==> src/hw/rtl/de_bruijn_sequence_generator_core_assert.svh <==
// Assertion macros shared by the de Bruijn generator RTL.
`ifndef DE_BRUIJN_SEQUENCE_GENERATOR_CORE_ASSERT_SVH
`define DE_BRUIJN_SEQUENCE_GENERATOR_CORE_ASSERT_SVH

// Same-cycle implication, sampled on clk and disabled during reset.
`define DBSG_ASSERT_IMP(lbl, ante, cons, msg) \
  lbl: assert property (@(posedge clk) disable iff (!rst_n) (ante) |-> (cons)) \
    else $error(msg);

// Next-cycle implication, sampled on clk and disabled during reset.
`define DBSG_ASSERT_NXT(lbl, ante, cons, msg) \
  lbl: assert property (@(posedge clk) disable iff (!rst_n) (ante) |=> (cons)) \
    else $error(msg);

`endif

==> src/hw/rtl/dbsg_pkg.sv <==
// Shared types and constants of the de Bruijn sequence generator.
package dbsg_pkg;

  localparam int ORDER_W    = 5;
  localparam int ALPHA_W    = 9;
  localparam int LIMIT_W    = 48;
  localparam int SYMBOL_W   = 8;
  localparam int CFG_IDX_W  = 8;
  localparam int CFG_DATA_W = 48;

  localparam logic [CFG_IDX_W-1:0] REG_ORDER    = CFG_IDX_W'(0);
  localparam logic [CFG_IDX_W-1:0] REG_ALPHABET = CFG_IDX_W'(1);
  localparam logic [CFG_IDX_W-1:0] REG_LIMIT    = CFG_IDX_W'(2);
  localparam logic [CFG_IDX_W-1:0] REG_ENDLESS  = CFG_IDX_W'(3);

  localparam logic [ORDER_W-1:0] ORDER_RST    = ORDER_W'(2);
  localparam logic [ALPHA_W-1:0] ALPHABET_RST = ALPHA_W'(2);
  localparam logic [LIMIT_W-1:0] LIMIT_RST    = LIMIT_W'(4);

  localparam int Q_DEPTH = 2;

  typedef struct packed {
    logic [ORDER_W-1:0] order;
    logic [ALPHA_W-1:0] symbol_count;
    logic [LIMIT_W-1:0] length_limit;
    logic               endless;
  } cfg_t;

  typedef struct packed {
    logic valid;
    logic restart;
  } q_head_t;

endpackage

==> src/hw/rtl/dbsg_queue.sv <==
// Front end: accepts tick requests, tags them as restart or continue, and queues them.
`include "de_bruijn_sequence_generator_core_assert.svh"

module dbsg_queue
  import dbsg_pkg::*;
(
  input  logic    clk,
  input  logic    rst_n,
  input  logic    in_valid,
  output logic    in_ready,
  input  logic    in_restart,
  output q_head_t head,
  input  logic    pop
);

  localparam int PTR_W = (Q_DEPTH > 1) ? $clog2(Q_DEPTH) : 1;
  localparam int CNT_W = $clog2(Q_DEPTH + 1);

  logic             ent_r [Q_DEPTH];
  logic [PTR_W-1:0] wptr_r, wptr_nxt;
  logic [PTR_W-1:0] rptr_r, rptr_nxt;
  logic [CNT_W-1:0] cnt_r, cnt_nxt;
  logic             push;

  assign in_ready     = (cnt_r != CNT_W'(Q_DEPTH));
  assign push         = in_valid && in_ready;
  assign head.valid   = (cnt_r != '0);
  assign head.restart = ent_r[rptr_r];

  always_comb begin
    wptr_nxt = wptr_r;
    rptr_nxt = rptr_r;
    if (push) begin
      wptr_nxt = (wptr_r == PTR_W'(Q_DEPTH - 1)) ? '0 : wptr_r + PTR_W'(1);
    end
    if (pop) begin
      rptr_nxt = (rptr_r == PTR_W'(Q_DEPTH - 1)) ? '0 : rptr_r + PTR_W'(1);
    end
    cnt_nxt = cnt_r + CNT_W'(push) - CNT_W'(pop);
  end

  always_ff @(posedge clk) begin
    if (!rst_n) begin
      wptr_r <= '0;
      rptr_r <= '0;
      cnt_r  <= '0;
    end else begin
      wptr_r <= wptr_nxt;
      rptr_r <= rptr_nxt;
      cnt_r  <= cnt_nxt;
    end
  end

  always_ff @(posedge clk) begin
    if (push) begin
      ent_r[wptr_r] <= in_restart;
    end
  end

  `DBSG_ASSERT_IMP(a_q_pop_nonempty, pop, cnt_r != '0, "queue popped while empty")
  `DBSG_ASSERT_IMP(a_q_count_bound, 1'b1, cnt_r <= CNT_W'(Q_DEPTH), "queue count overflow")
  `DBSG_ASSERT_NXT(a_q_push_shows, push, head.valid, "accepted transaction missing from queue")

endmodule

==> src/hw/rtl/dbsg_walker.sv <==
// Back end: walks Lyndon words with the successor rule and emits symbols.
`include "de_bruijn_sequence_generator_core_assert.svh"

module dbsg_walker
  import dbsg_pkg::*;
#(
  parameter int MAX_ORDER    = 16,
  parameter int MAX_ALPHABET = 256
) (
  input  logic                clk,
  input  logic                rst_n,
  input  cfg_t                cfg,
  input  logic                walk_restart,
  input  q_head_t             head,
  output logic                pop,
  output logic                idle,
  output logic                out_valid,
  input  logic                out_ready,
  output logic [SYMBOL_W-1:0] out_symbol,
  output logic                out_last
);

  localparam int IDX_W = $clog2(MAX_ORDER + 1);
  localparam int SYM_W = $clog2(MAX_ALPHABET);

  localparam logic [1:0] ST_IDLE  = 2'd0;
  localparam logic [1:0] ST_STRIP = 2'd1;
  localparam logic [1:0] ST_EXT   = 2'd2;

  logic [1:0]          state_r, state_nxt;
  logic [SYM_W-1:0]    store_r [1:MAX_ORDER];
  logic [IDX_W-1:0]    p_r, p_nxt;
  logic [IDX_W-1:0]    epos_r, epos_nxt;
  logic [IDX_W-1:0]    idx_r, idx_nxt;
  logic [IDX_W-1:0]    ph_r, ph_nxt;
  logic [LIMIT_W-1:0]  rem_r, rem_nxt;
  logic                out_valid_r, out_valid_nxt;
  logic [SYMBOL_W-1:0] out_symbol_r, out_symbol_nxt;
  logic                out_last_r, out_last_nxt;

  logic [IDX_W-1:0]    k_eff;
  logic [SYM_W-1:0]    s_max;
  logic [IDX_W-1:0]    rd_addr;
  logic [SYM_W-1:0]    rd_data;
  logic                wr_en;
  logic [IDX_W-1:0]    wr_addr;
  logic [SYM_W-1:0]    wr_data;
  logic                clr;
  logic                out_free;
  logic                rs;
  logic [LIMIT_W-1:0]  rem_cur;
  logic [LIMIT_W-1:0]  rem_dec;
  logic [IDX_W-1:0]    p_cur;
  logic [IDX_W-1:0]    epos_cur;
  logic [IDX_W-1:0]    ph_inc;

  // Effective order and largest symbol value, saturated to the legal range.
  always_comb begin
    if (cfg.order == '0) begin
      k_eff = IDX_W'(1);
    end else if (32'(cfg.order) > MAX_ORDER) begin
      k_eff = IDX_W'(MAX_ORDER);
    end else begin
      k_eff = IDX_W'(cfg.order);
    end
    if (cfg.symbol_count < ALPHA_W'(2)) begin
      s_max = SYM_W'(1);
    end else if (32'(cfg.symbol_count) > MAX_ALPHABET) begin
      s_max = SYM_W'(MAX_ALPHABET - 1);
    end else begin
      s_max = SYM_W'(32'(cfg.symbol_count) - 32'd1);
    end
  end

  assign rd_data  = store_r[rd_addr];
  assign out_free = !out_valid_r || out_ready;
  assign rs       = head.restart;
  assign rem_cur  = rs ? cfg.length_limit : rem_r;
  assign rem_dec  = rem_cur - LIMIT_W'(1);
  assign p_cur    = rs ? IDX_W'(1) : p_r;
  assign epos_cur = rs ? '0 : epos_r;
  assign ph_inc   = (ph_r + IDX_W'(1) == p_r) ? '0 : ph_r + IDX_W'(1);

  always_comb begin
    state_nxt      = state_r;
    p_nxt          = p_r;
    epos_nxt       = epos_r;
    idx_nxt        = idx_r;
    ph_nxt         = ph_r;
    rem_nxt        = rem_r;
    out_valid_nxt  = out_valid_r && !out_ready;
    out_symbol_nxt = out_symbol_r;
    out_last_nxt   = out_last_r;
    rd_addr        = epos_r + IDX_W'(1);
    wr_en          = 1'b0;
    wr_addr        = idx_r;
    wr_data        = rd_data;
    clr            = 1'b0;
    pop            = 1'b0;

    if (walk_restart) begin
      clr       = 1'b1;
      p_nxt     = IDX_W'(1);
      epos_nxt  = '0;
      state_nxt = ST_IDLE;
    end else begin
      case (state_r)
        ST_IDLE: begin
          if (head.valid && out_free) begin
            pop      = 1'b1;
            clr      = rs;
            p_nxt    = p_cur;
            epos_nxt = epos_cur;
            rem_nxt  = rem_cur;
            if (cfg.endless || (rem_cur != '0)) begin
              out_valid_nxt  = 1'b1;
              out_symbol_nxt = rs ? '0 : SYMBOL_W'(rd_data);
              out_last_nxt   = !cfg.endless && (rem_dec == '0);
              if (!cfg.endless) begin
                rem_nxt = rem_dec;
              end
              if (epos_cur + IDX_W'(1) == p_cur) begin
                epos_nxt  = '0;
                idx_nxt   = k_eff;
                state_nxt = ST_STRIP;
              end else begin
                epos_nxt = epos_cur + IDX_W'(1);
              end
            end
          end
        end
        ST_STRIP: begin
          rd_addr = idx_r;
          if (rd_data >= s_max) begin
            if (idx_r == IDX_W'(1)) begin
              clr       = 1'b1;
              p_nxt     = IDX_W'(1);
              state_nxt = ST_IDLE;
            end else begin
              idx_nxt = idx_r - IDX_W'(1);
            end
          end else begin
            wr_en   = 1'b1;
            wr_data = rd_data + SYM_W'(1);
            p_nxt   = idx_r;
            if (idx_r == k_eff) begin
              state_nxt = ST_IDLE;
            end else begin
              idx_nxt   = idx_r + IDX_W'(1);
              ph_nxt    = '0;
              state_nxt = ST_EXT;
            end
          end
        end
        ST_EXT: begin
          rd_addr = idx_r - p_r;
          wr_en   = 1'b1;
          if (idx_r == k_eff) begin
            if (ph_inc == '0) begin
              state_nxt = ST_IDLE;
            end else begin
              state_nxt = ST_STRIP;
            end
          end else begin
            idx_nxt = idx_r + IDX_W'(1);
            ph_nxt  = ph_inc;
          end
        end
        default: begin
          state_nxt = ST_IDLE;
        end
      endcase
    end
  end

  always_ff @(posedge clk) begin
    if (!rst_n) begin
      state_r     <= ST_IDLE;
      p_r         <= IDX_W'(1);
      epos_r      <= '0;
      idx_r       <= '0;
      ph_r        <= '0;
      rem_r       <= LIMIT_RST;
      out_valid_r <= 1'b0;
    end else begin
      state_r     <= state_nxt;
      p_r         <= p_nxt;
      epos_r      <= epos_nxt;
      idx_r       <= idx_nxt;
      ph_r        <= ph_nxt;
      rem_r       <= rem_nxt;
      out_valid_r <= out_valid_nxt;
    end
  end

  always_ff @(posedge clk) begin
    out_symbol_r <= out_symbol_nxt;
    out_last_r   <= out_last_nxt;
  end

  always_ff @(posedge clk) begin
    if (!rst_n || clr) begin
      for (int i = 1; i <= MAX_ORDER; i++) begin
        store_r[i] <= '0;
      end
    end else if (wr_en) begin
      store_r[wr_addr] <= wr_data;
    end
  end

  assign idle       = (state_r == ST_IDLE);
  assign out_valid  = out_valid_r;
  assign out_symbol = out_symbol_r;
  assign out_last   = out_last_r;

  `DBSG_ASSERT_IMP(a_w_no_pop_busy, state_r != ST_IDLE, !pop, "item taken while walking")
  `DBSG_ASSERT_IMP(a_w_pos_in_word, 1'b1, (p_r != '0) && (epos_r < p_r),
                   "emit position outside current word")
  `DBSG_ASSERT_IMP(a_w_ext_range, state_r == ST_EXT, (idx_r > p_r) && (idx_r <= k_eff),
                   "extension index out of range")
  `DBSG_ASSERT_NXT(a_w_pop_loads, pop && (cfg.endless || (rem_cur != '0)), out_valid,
                   "emitting item left no result")

endmodule

==> src/hw/rtl/de_bruijn_sequence_generator_core.sv <==
// Top level of the de Bruijn sequence generator: configuration registers and wiring.
// A tick transaction accepted while the walker is parked passes through a queue entry and
// then the output register before the sink can take its result; a pending word step delays it.
// Throughput: one symbol per cycle inside a Lyndon word while ticks are queued and the sink
// keeps up; at each word end the walker runs a successor step (strip plus periodic extension),
// repeated for each skipped word whose length does not divide the order.
// Reset: synchronous, active low; restores order 2, alphabet 2, limit 4, not endless,
// the word "0" and a counter of 4, with no clearing pass.
module de_bruijn_sequence_generator_core
  import dbsg_pkg::*;
#(
  parameter int MAX_ORDER    = 16,
  parameter int MAX_ALPHABET = 256
) (
  input  logic                  clk,
  input  logic                  rst_n,
  input  logic                  cfg_valid,
  output logic                  cfg_ready,
  input  logic [CFG_IDX_W-1:0]  cfg_index,
  input  logic [CFG_DATA_W-1:0] cfg_data,
  input  logic                  in_valid,
  output logic                  in_ready,
  input  logic                  in_restart,
  output logic                  out_valid,
  input  logic                  out_ready,
  output logic [SYMBOL_W-1:0]   out_symbol,
  output logic                  out_last
);

  logic [ORDER_W-1:0] order_r;
  logic [ALPHA_W-1:0] alphabet_r;
  logic [LIMIT_W-1:0] limit_r;
  logic               endless_r;
  logic               cfg_fire;
  logic               walk_restart;
  cfg_t               cfg;
  q_head_t            head;
  logic               pop;
  logic               walker_idle;

  // A configuration transaction is only taken while nothing is queued and the walker
  // is parked, so a write never lands in the middle of a successor step.
  assign cfg_ready = walker_idle && !head.valid;
  assign cfg_fire  = cfg_valid && cfg_ready;

  // Changing the order or the alphabet sends the walk back to the word "0";
  // the remaining-length counter is left alone.
  assign walk_restart = cfg_fire &&
                        ((cfg_index == REG_ORDER) || (cfg_index == REG_ALPHABET));

  always_ff @(posedge clk) begin
    if (!rst_n) begin
      order_r    <= ORDER_RST;
      alphabet_r <= ALPHABET_RST;
      limit_r    <= LIMIT_RST;
      endless_r  <= 1'b0;
    end else if (cfg_fire) begin
      case (cfg_index)
        REG_ORDER:    order_r    <= cfg_data[ORDER_W-1:0];
        REG_ALPHABET: alphabet_r <= cfg_data[ALPHA_W-1:0];
        REG_LIMIT:    limit_r    <= cfg_data[LIMIT_W-1:0];
        REG_ENDLESS:  endless_r  <= cfg_data[0];
        default: begin
          // Writes to unknown indexes are dropped.
        end
      endcase
    end
  end

  assign cfg.order         = order_r;
  assign cfg.symbol_count  = alphabet_r;
  assign cfg.length_limit  = limit_r;
  assign cfg.endless       = endless_r;

  // The front end takes tick transactions as long as its small queue has room,
  // so the source is not held up while the walker advances to the next word.
  dbsg_queue u_queue (
    .clk        (clk),
    .rst_n      (rst_n),
    .in_valid   (in_valid),
    .in_ready   (in_ready),
    .in_restart (in_restart),
    .head       (head),
    .pop        (pop)
  );

  // The walker owns the word store and the counter and drives the output register,
  // which keeps a finished symbol while the sink stalls.
  dbsg_walker #(
    .MAX_ORDER    (MAX_ORDER),
    .MAX_ALPHABET (MAX_ALPHABET)
  ) u_walker (
    .clk          (clk),
    .rst_n        (rst_n),
    .cfg          (cfg),
    .walk_restart (walk_restart),
    .head         (head),
    .pop          (pop),
    .idle         (walker_idle),
    .out_valid    (out_valid),
    .out_ready    (out_ready),
    .out_symbol   (out_symbol),
    .out_last     (out_last)
  );

endmodule
==> config.mk <==
export PLATFORM = sky130hd
export DESIGN_NAME = de_bruijn_sequence_generator_core
export DESIGN_NICKNAME = d
export VERILOG_FILES = /design/src/hw/rtl/dbsg_pkg.sv /design/src/hw/rtl/dbsg_queue.sv /design/src/hw/rtl/dbsg_walker.sv /design/src/hw/rtl/de_bruijn_sequence_generator_core.sv
export VERILOG_INCLUDE_DIRS = /design/src /design/src/hw/rtl
export SDC_FILE = /design/constraint.sdc
export NUM_CORES = 1
export LEC_CHECK = 0
export ABC_AREA = 1
export BUFFER_PORTS_ARGS = -buffer_cell sky130_fd_sc_hd__buf_2
export CORE_MARGIN = 1.5
export CORE_UTILIZATION = 58
export CTS_BUF_LIST = sky130_fd_sc_hd__clkbuf_4
export CTS_CLUSTER_SIZE = 24
export DETAILED_ROUTE_END_ITERATION = 10
export PLACE_DENSITY = 0.8
export SLEW_MARGIN = 10
export SYNTH_ARGS = -nofsm -noshare
export SYNTH_HDL_FRONTEND = slang
export SYNTH_SLANG_ARGS = --single-unit
==> constraint.sdc <==
create_clock -name clk -period 5.7 [get_ports clk]
set_input_delay 1.14 -clock clk [delete_from_list [all_inputs] [get_ports clk]]
set_output_delay 1.14 -clock clk [all_outputs]
set_load 0.05 [all_outputs]
==> flow_metrics.py, run 1 <==
metrics = {
    "finish": {
        "stdcell_count": 3310,
        "syn_to_final_growth_pct": 12.53,
        "nets": 2870,
        "seqCellArea_um2": 10800,
        "fill_cells": 3024,
        "multi_input_area_um2": 8861,
        "drive_gt1_frac": 0.1524,
    },
    "synth": {
        "async_reset_ff_frac": 0,
        "netlist.area_leader.share": 0.3779,
        "synth_fp_nets": 2701,
        "yosysUniqueCellTypes": 53,
        "synth_edf_count": 267,
        "yosysSeqAreaShare": 0.5091,
        "synth_area_leaders": "edfxtp_1 (38%), dfxtp_1 (13%), nand2_1 (11%)",
        "syn_area_per_cell_um2": 8.135,
        "syn-cell-area_um2": 21220,
        "synth_largest_area_cell": "edfxtp_1",
        "yosys_warnings": 0,
        "synthFlopType": "edfxtp_1",
        "syn_inst": 2608,
        "synth.ff_latch_count": 406,
    },
    "timing": {
        "fin_crit_ns": 5.300,
        "slew_headroom": 0.1940,
        "max_freq_mhz": 188.7,
        "setup-violations-final": 0,
        "hold_violations": 0,
        "fin_skew_ns": 0.05679,
        "fin_crit_sh": 0.9299,
        "slew_viol_final": 0,
        "fin_hold_ws_ns": 0.4583,
        "tightest_slew_ns": 1.206,
        "rsz0062_at_grt": "no",
    },
    "critical_path": {
        "cp.required_ns": 6.18,
        "end_kind": "flip-flop",
        "crit_top_cell": "nand2_1",
        "rr_startpoint": "u_walker.idx_r[0]",
        "worst-setup-path-type": "flip-flop to flip-flop",
        "cp-start-kind": "flip-flop",
        "reg2reg_slack_ns": 0.40,
        "crit_end": "u_walker.store_r[7][0]",
        "r2r-end": "u_walker.store_r[7][0]",
        "path_max_fanout": 31,
        "arrival_ns": 5.78,
        "startpoint": "u_walker.idx_r[0]",
        "cpMaxStageDelayCell": "fa_1",
        "cp_slowest_stage_delay_ns": 0.43,
        "r2r_cells": 31,
    },
    "drt": {
        "drtPass1Iterations": 5,
        "vias": 18980,
        "vias_per_cell": 5.735,
        "routed_wl_um": 58960,
        "drt_iter0_drc": 2066,
        "wl_per_cell_um": 17.81,
        "drc": 0,
        "ant_nets": 0,
    },
    "power": {
        "power.density_nw_per_um2": 676.2,
        "vdd_drop_max_mv": 0.6748,
        "cellLeakagePower_nw": 10.12,
    },
    "placed_design": {
        "post-place-cells": 3135,
        "dpl.hpwl_um": 41650,
        "place_congestion": 0.9723,
        "port_buffers": 73,
    },
    "global_routing": {
        "grt_remaining_overflow": 0,
        "grt_pass1_vias": 18170,
        "grt_pass1_wl_um": 93890,
        "gr-usage-all-layers": 0.3157,
        "grt_start_max_net_pins": 75,
        "antenna_found_initial": 2,
    },
    "die": {
        "die_x_um": 194.3,
        "rows": 69,
        "die-area_um2": 37740,
        "initial_utilization": 0.5921,
        "ios": 74,
        "fp.dieH_um": 194.3,
        "core_um2": 35830,
    },
    "cts": {
        "clockBufferDepth": 3,
        "cts-root-buf": "clkbuf_4",
        "clkTransAtPathRegs_ns": 0.07,
        "cts_setup_buffers": 0,
        "ctsHoldBuffers": 0,
        "cts_sinks": 406,
        "insertion_delay_ns": 0.81,
        "post_cts_resized": 0,
        "numCtsBuffers": 101,
        "h-tree-depth": 3,
        "cts_tree": "built",
    },
    "hold_path": {
        "hold_path_depth": 2,
        "min_path_type": "flip-flop to flip-flop",
    },
    "outcome": {
        "outcome": "completed",
    },
    "run": {
        "max_cap_violations": 0,
    },
}
## logic make-up (layout without fill, tap and decap cells)
family / count (synthesis) / after routing / synth area share
XOR/XNOR: 74 / 74 / 0.03090
AND/OR/NAND/NOR: 1293 / 1293 / 0.2573
flip-flops: 406 / 406 / 0.5091
AO/OA/AOI/OAI: 416 / 416 / 0.1081
buffers and inverters: 388 / 627 / 0.07596
adder cells (fa/ha/maj): 31 / 31 / 0.01864
other: 0 / 2 / 0
## metrics by stage
step           power [mW]    util  setup slack, ns  setup TNS [ns]  cell area (um2)
3_5_place_dp        13.48  0.6287          -0.1680          -20.58            22530
6_report            16.14  0.6664           0.3998               0            23870
4_1_cts             15.96  0.6649           0.2274               0            23820
2_1_floorplan       10.11       -           0.1851               0            21220
5_1_grt             17.15  0.6664          0.03530               0            23870
3_3_place_gp        13.27  0.6287          0.06789               0            22530
## state kept, by name, indices dropped and copies added, names as in the netlist, 5 cells and up, named ones only
signal and cells:
u_walker.rem_r 48, u_walker.store_r 256, u_walker.out_symbol 8, u_walker.p_r 5, order_r 5, u_walker.ph_r 5, u_walker.epos_r 5, alphabet_r 9
u_walker.idx_r 5, limit_r 48
## synth_stat cells, types with 25 or more instances
| master | instances |
|---|---|
| a21oi_1 | 150 |
| buf_2 | 37 |
| clkbuf_1 | 59 |
| dfxtp_1 | 139 |
| edfxtp_1 | 267 |
| ha_1 | 30 |
| inv_1 | 252 |
| nand2_1 | 616 |
| nand3_1 | 257 |
| nor2_1 | 322 |
| nor3_1 | 25 |
| o211ai_1 | 29 |
| o21ai_0 | 179 |
| xor2_1 | 53 |
## worst max-delay path, delay by kind of cell, from the launching register on
family	cells	cell delay, ns
AOI/OAI and AO/OA	7	0.72
adders and majority gates	3	0.92
buffers and inverters	6	0.98
DFF	1	0.40
and+or+nand+nor	15	1.97
## where the power goes
group	internal, mW	switching [mW]
logic	2.71	6.53
registers	4.24	0.183
clock network	1.32	1.15
total	8.27	7.87
## area by class of cell
class / count / area share
Sequential cell: 406 / 0.4524
Multi-Input combinational cell: 1814 / 0.3712
Timing Repair Buffer: 187 / 0.05566
Clock buffer: 148 / 0.04654
Inverter: 267 / 0.04219
Tap cell: 461 / 0.02416
Clock inverter: 25 / 0.007652
Antenna cell: 2 / 0.0002096
## layout by cell type (no fill, tap or decap), types with 4 or more instances in the layout
master and count:
dfxtp_1 138, o21ai_2 4, o21bai_1 6, nor3_1 25, a211oi_1 6, nand4_1 15, o21ai_1 7, o21a_1 6
a31oi_1 5, buf_4 105, buf_12 8, a21oi_1 150, nand3_1 257, nand3b_1 5, nand3_2 4, buf_2 73
clkinv_2 4, inv_2 15, clkinv_1 16, clkbuf_4 148, nor2_1 320, o211ai_1 29, nor2_2 10, a21oi_2 9
ha_1 29, xor2_1 53, o21ai_0 179, edfxtp_1 267, xnor2_1 20, nor3b_1 4, inv_1 251, nand2_1 600
nand2_2 23, or2_2 14
## how the worst min path moves through the flow
stage                          to  slack (ns)          startpoint
2_1_floorplan         limit_r[15]        0.42         limit_r[15]
3_3_place_gp           limit_r[5]        0.44          limit_r[5]
3_5_place_dp          limit_r[20]        0.45         limit_r[20]
4_1_cts               limit_r[20]        0.46         limit_r[20]
5_1_grt        u_walker.rem_r[23]        0.48  u_walker.rem_r[23]
6_report              limit_r[20]        0.46         limit_r[20]
## routing by layer
metal / share of wire / routed length (um) / vias to the layer above / global-route usage
met4: 0.039 / 2291 / 0 / 0.1496
met2: 0.45 / 26670 / 923 / 0.4879
met5: 0 / 0 / - / 0
met1: 0.42 / 24590 / 8870 / 0.4342
li1: - / - / 9037 / -
met3: 0.092 / 5415 / 153 / 0.05479
Note: power is estimated with default switching activity, not from simulation.
==> run 2: changes to the inputs <==
--- a/config.mk
+++ b/config.mk
@@ -9,11 +9,11 @@
 export ABC_AREA = 1
 export BUFFER_PORTS_ARGS = -buffer_cell sky130_fd_sc_hd__buf_2
 export CORE_MARGIN = 1.5
-export CORE_UTILIZATION = 58
-export CTS_BUF_LIST = sky130_fd_sc_hd__clkbuf_4
+export CORE_UTILIZATION = 50
+export CTS_BUF_LIST = sky130_fd_sc_hd__clkbuf_2
 export CTS_CLUSTER_SIZE = 24
 export DETAILED_ROUTE_END_ITERATION = 10
-export PLACE_DENSITY = 0.8
+export PLACE_DENSITY = 0.71
 export SLEW_MARGIN = 10
 export SYNTH_ARGS = -nofsm -noshare
 export SYNTH_HDL_FRONTEND = slang
==> run 2 against run 1 <==
Compared with the run above: clock power decreased by 23%; global-route usage decreased by 4.5 points; design area increased by 0.64%; via count is 1.9% lower; first-iteration DRC count fell by 7.8%; register-to-register slack worse by 0.16 ns; largest power group unchanged; clock skew increased by 0.056 ns; total power is 2.1% lower; worst hold slack got worse by 0.21 ns; sequential power about the same; wire length is 0.93% higher.
==> flow_metrics.py, run 2 (same netlist as run 1, synthesis figures left out) <==
metrics = {
    "timing": {
        "hold_violations": 0,
        "slew_headroom": 0.4674,
        "fin_crit_sh": 0.9571,
        "fin_skew_ns": 0.1127,
        "tightest_slew_ns": 0.7928,
        "max_freq_mhz": 183.3,
        "setup-violations-final": 0,
        "setup_ws_ns": 0.2446,
        "slew_viol_final": 0,
        "fin_crit_ns": 5.455,
    },
    "global_routing": {
        "grt_remaining_overflow": 0,
        "antenna_found_initial": 1,
        "grt_start_max_net_pins": 76,
        "gr-usage-all-layers": 0.2706,
        "grt_pass1_vias": 17720,
        "grt_pass1_wl_um": 93350,
    },
    "critical_path": {
        "cpMaxStageDelayCell": "fa_1",
        "end_kind": "flip-flop",
        "path_max_fanout": 16,
        "cp.required_ns": 6.48,
        "reg2reg_slack_ns": 0.24,
        "arrival_ns": 6.24,
        "crit_top_cell": "nand2_1",
        "worst-setup-path-type": "flip-flop to flip-flop",
        "cp_slowest_stage_delay_ns": 0.53,
        "cp-start-kind": "flip-flop",
    },
    "drt": {
        "drtPass1Iterations": 7,
        "drt_iter0_drc": 1904,
        "vias": 18620,
        "ant_nets": 0,
        "drc": 0,
        "wl_per_cell_um": 17.38,
        "vias_per_cell": 5.437,
        "routed_wl_um": 59510,
    },
    "finish": {
        "drive_gt1_frac": 0.1561,
        "regMostFlops": "u_walker.store_r",
        "final_common_cell": "nand2_1",
        "top_regs": "u_walker.store_r: 256 flops, limit_r: 48 flops, u_walker.rem_r: 48 flops",
        "nets": 2894,
        "syn_to_final_growth_pct": 13.25,
        "final_cell_mix": "nand2_1 (609), nor2_1 (320), edfxtp_1 (267), nand3_1 (256), inv_1 (247)",
        "largest_reg_flops": 256,
        "final_util": 0.5728,
        "post-route-cell-area_um2": 24030,
        "fill_cells": 3886,
    },
    "placed_design": {
        "dpl.hpwl_um": 41710,
        "place_ws_ns": -0.2951,
        "port_buffers": 73,
        "place_congestion": 0.9511,
        "post_dp_cell_area_um2": 22990,
    },
    "hold_path": {
        "min_path_type": "primary input to flip-flop",
    },
    "power": {
        "cellLeakagePower_nw": 10.24,
        "vdd_drop_max_mv": 0.5997,
        "power.density_nw_per_um2": 657.8,
        "finalPower_mw": 15.80,
    },
    "outcome": {
        "outcome": "completed",
    },
    "die": {
        "initial_utilization": 0.5058,
        "fp.dieH_um": 209.0,
        "die-area_um2": 43670,
        "rows": 75,
        "ios": 74,
        "core_um2": 41950,
        "die_x_um": 209.0,
    },
    "cts": {
        "cts_tree": "built",
        "numCtsBuffers": 99,
        "insertion_delay_ns": 1.12,
        "h-tree-depth": 3,
        "cts_sinks": 406,
        "clkTransAtPathRegs_ns": 0.12,
        "clockBufferDepth": 3,
        "cts-root-buf": "clkbuf_2",
    },
    "run": {
        "max_cap_violations": 0,
    },
}
## run 2: changes by cell type in the layout (fill, tap and decap cells not counted), sizes merged
cell and change:
buf +24, inv -1, clkinv +18, clkinvlp +3
bufinv -2, clkbuf -6
## run 2: what timing repair did
action,CTS,global route
gates cloned,0,2
pin swaps,0,1
setup buffers,0,2
hold buffers,0,0
resized for setup,5,19
endpoints found under the setup margin,306,511
## run 2: final timing paths
path,from,endpoint,cells past startpoint
min,in_restart,u_queue.ent_r[0],1
max,u_walker.idx_r[0],u_walker.store_r[9][4],32
min reg2reg,limit_r[6],limit_r[6],2
max reg2reg,u_walker.idx_r[0],u_walker.store_r[9][4],32
## run 2: power breakdown
| part | switching, mW | internal, mW | leakage, nW |
|---|---|---|---|
| Sequential | 0.192 | 4.24 | 3.74 |
| Clock | 1.19 | 0.719 | 0.681 |
| Combinational | 6.49 | 2.96 | 5.82 |
| Total | 7.88 | 7.92 | 10.2 |
## run 2: metal layers
layer | wire [um] | up-vias | track usage
met2 | 27690 | 717 | 0.4403
met1 | 25980 | 8710 | 0.3638
met5 | 0 | - | 0
met4 | 1457 | 0 | 0.09395
met3 | 4383 | 100 | 0.04929
li1 | - | 9090 | -
## run 2: metrics by stage
stage          setup TNS (ns)  hold WS, ns  instances
3_3_place_gp           -10.93       0.4411       3235
5_1_grt             -0.006399       0.1751       3424
4_1_cts                     0       0.1249       3418
2_1_floorplan               0       0.4245       2608
3_5_place_dp           -62.95       0.4461       3235
6_report                    0       0.2439       3424
## run 2: critical path, delay by kind of cell, from the launching register on
kind | cells | cell delay, ns
flops | 1 | 0.43
xor+xnor | 1 | 0.16
buf+inv | 7 | 1.11
compound gates | 5 | 0.68
simple gates | 16 | 1.70
fa+ha+maj | 3 | 1.05
## run 2: layout make-up
cell class / instances / area, um2 / share of cell area
Multi-Input combinational cell: 1814 / 8848 / 0.3683
Timing Repair Buffer: 213 / 1768 / 0.07358
Antenna cell: 2 / 5.005 / 0.0002083
Inverter: 267 / 1018 / 0.04239
Clock buffer: 140 / 700.7 / 0.02916
Tap cell: 539 / 674.4 / 0.02807
Sequential cell: 406 / 10810 / 0.4497
Clock inverter: 43 / 206.4 / 0.008592
==> run 3: changes to the inputs <==
--- a/config.mk
+++ b/config.mk
@@ -13,7 +13,9 @@
 export CTS_BUF_LIST = sky130_fd_sc_hd__clkbuf_2
 export CTS_CLUSTER_SIZE = 24
 export DETAILED_ROUTE_END_ITERATION = 10
+export MAX_ROUTING_LAYER = met4
 export PLACE_DENSITY = 0.71
+export REMOVE_ABC_BUFFERS = 1
 export SLEW_MARGIN = 10
 export SYNTH_ARGS = -nofsm -noshare
 export SYNTH_HDL_FRONTEND = slang
==> run 3 against run 2 <==
Compared with the run above: cell count decreased by 0.26%; core utilization barely moved; clock power grew 11%; via count rose by 0.61%; setup slack gained 0.099 ns; critical endpoint is now u_walker.store_r[18][0]; flip-flop and latch count unchanged; critical path type unchanged; sequential power hardly changed; first-iteration DRC count fell by 16%; worst hold slack improved by 0.023 ns; critical path depth decreased by 4; non-clock buffer count shrank 10.
==> flow_metrics.py, run 3 (same netlist as run 1, synthesis figures left out) <==
metrics = {
    "global_routing": {
        "grt_start_max_net_pins": 76,
        "grt_pass1_wl_um": 95940,
        "gr-usage-all-layers": 0.2878,
        "grt_pass1_vias": 18060,
        "antenna_found_initial": 1,
        "grt_remaining_overflow": 0,
    },
    "placed_design": {
        "place_congestion": 0.9650,
        "dpl.hpwl_um": 42440,
        "post_dp_cell_area_um2": 22950,
        "port_buffers": 73,
        "place_ws_ns": -0.1726,
    },
    "run": {
        "max_cap_violations": 0,
    },
    "cts": {
        "ctsHoldBuffers": 0,
        "insertion_delay_ns": 1.13,
        "numCtsBuffers": 105,
        "cts_setup_buffers": 0,
        "cts_tree": "built",
        "clkTransAtPathRegs_ns": 0.09,
        "clockBufferDepth": 3,
        "cts_sinks": 406,
        "post_cts_resized": 0,
        "cts-root-buf": "clkbuf_2",
        "h-tree-depth": 3,
    },
    "timing": {
        "fin_crit_sh": 0.9397,
        "tightest_slew_ns": 0.8903,
        "fin_skew_ns": 0.09084,
        "setup-violations-final": 0,
        "slew_headroom": 0.4044,
        "setup_ws_ns": 0.3437,
        "rsz0062_at_grt": "no",
        "hold_violations": 0,
        "slew_viol_final": 0,
        "max_freq_mhz": 186.7,
        "fin_crit_ns": 5.356,
    },
    "critical_path": {
        "end_kind": "flip-flop",
        "path_max_fanout": 40,
        "cpMaxStageDelayCell": "inv_1",
        "cp.required_ns": 6.46,
        "worst-setup-path-type": "flip-flop to flip-flop",
        "arrival_ns": 6.12,
        "cp-start-kind": "flip-flop",
        "cp_slowest_stage_delay_ns": 0.52,
    },
    "hold_path": {
        "min_path_type": "primary input to flip-flop",
    },
    "drt": {
        "vias": 18730,
        "wl_per_cell_um": 17.87,
        "drc": 0,
        "dr_wl_met2_um": 28910,
        "drtPass1Iterations": 7,
        "drt-met1-wl_um": 25020,
        "drt_iter0_drc": 1592,
        "wl_met3_um": 4992,
        "ant_nets": 0,
        "vias_per_cell": 5.485,
        "top_layer": "met4",
        "routed_wl_um": 61040,
    },
    "die": {
        "rows": 75,
        "fp.dieH_um": 209.0,
        "die-area_um2": 43670,
        "core_um2": 41950,
        "ios": 74,
        "die_x_um": 209.0,
        "initial_utilization": 0.5058,
    },
    "finish": {
        "final_cell_mix": "nand2_1 (606), nor2_1 (320), edfxtp_1 (267), nand3_1 (257), inv_1 (251)",
        "regMostFlops": "u_walker.store_r",
        "nets": 2890,
        "top_regs": "u_walker.store_r: 256 flops, limit_r: 48 flops, u_walker.rem_r: 48 flops",
        "fill_cells": 3911,
        "largest_reg_flops": 256,
        "post-route-cell-area_um2": 24020,
        "final_common_cell": "nand2_1",
        "drive_gt1_frac": 0.1544,
        "syn_to_final_growth_pct": 13.20,
    },
    "outcome": {
        "outcome": "completed",
    },
    "power": {
        "vdd_drop_max_mv": 0.7302,
        "cellLeakagePower_nw": 10.25,
        "power.density_nw_per_um2": 676.5,
    },
}
[run 3: cell types whose count changed in the layout (fill, tap and decap cells not counted), moves of 2 or more]
cell and delta:
buf_4 -9, inv_2 -2, nand2_2 +3, inv_4 -3, nand2_1 -3, inv_1 +4, clkinvlp_4 -2, clkbuf_2 +5
clkinv_1 -4, bufinv_16 +3
[run 3: metal layers]
metal / up-vias / GRT usage
met5: - / -
met1: 8716 / 0.3601
met3: 142 / 0.04839
met2: 788 / 0.4633
met4: 0 / 0.1207
li1: 9084 / -
[run 3: worst paths after layout]
kind / startpoint / to / slack [ns] / cells past startpoint
worst max-delay path: u_walker.idx_r[0] / u_walker.store_r[18][0] / 0.34 / 28
worst min-delay path: in_restart / u_queue.ent_r[1] / 0.27 / 1
worst max register to register: u_walker.idx_r[0] / u_walker.store_r[18][0] / 0.34 / 28
worst min register to register: limit_r[21] / limit_r[21] / 0.46 / 2
[run 3: critical path: cells and delay by family, from the launching register on]
kind / cells / cell delay, ns
AO/OA/AOI/OAI: 5 / 0.83
adder cells (fa/ha/maj): 3 / 1.00
buffers and inverters: 8 / 1.42
flip-flops: 1 / 0.41
AND/OR/NAND/NOR: 12 / 1.36
[run 3: final cells by class]
class / instances / area, um2 / share of cell area
diodes: 1 / 2.502 / 0.0001042
clock buffers: 145 / 725.7 / 0.03022
clock inverters: 40 / 276.5 / 0.01151
inverters: 267 / 1002 / 0.04173
multi-input cells: 1814 / 8857 / 0.3688
flip-flops and latches: 406 / 10800 / 0.4498
well taps: 539 / 674.4 / 0.02808
repair buffers: 203 / 1675 / 0.06976
[run 3: stage by stage]
step                      instances  total power [mW]  utilization  hold WS (ns)  TNS (ns)
after floorplan                2487             9.733            -        0.4239   -693.07
after global placement         3228             13.81       0.5471        0.4421         0
after detailed placement       3228             13.91       0.5471        0.4474    -20.57
after CTS                      3413             16.06       0.5710        0.1309         0
after global routing           3415             17.26       0.5725        0.2284         0
final                          3415             16.25       0.5725        0.2668         0
[run 3: where the power goes]
group / internal [mW] / leakage [nW] / total (mW) / switching (mW)
logic: 3.07 / 5.77 / 9.70 / 6.63
clock network: 0.878 / 0.734 / 2.12 / 1.24
registers: 4.24 / 3.74 / 4.42 / 0.183
total: 8.19 / 10.2 / 16.2 / 8.06
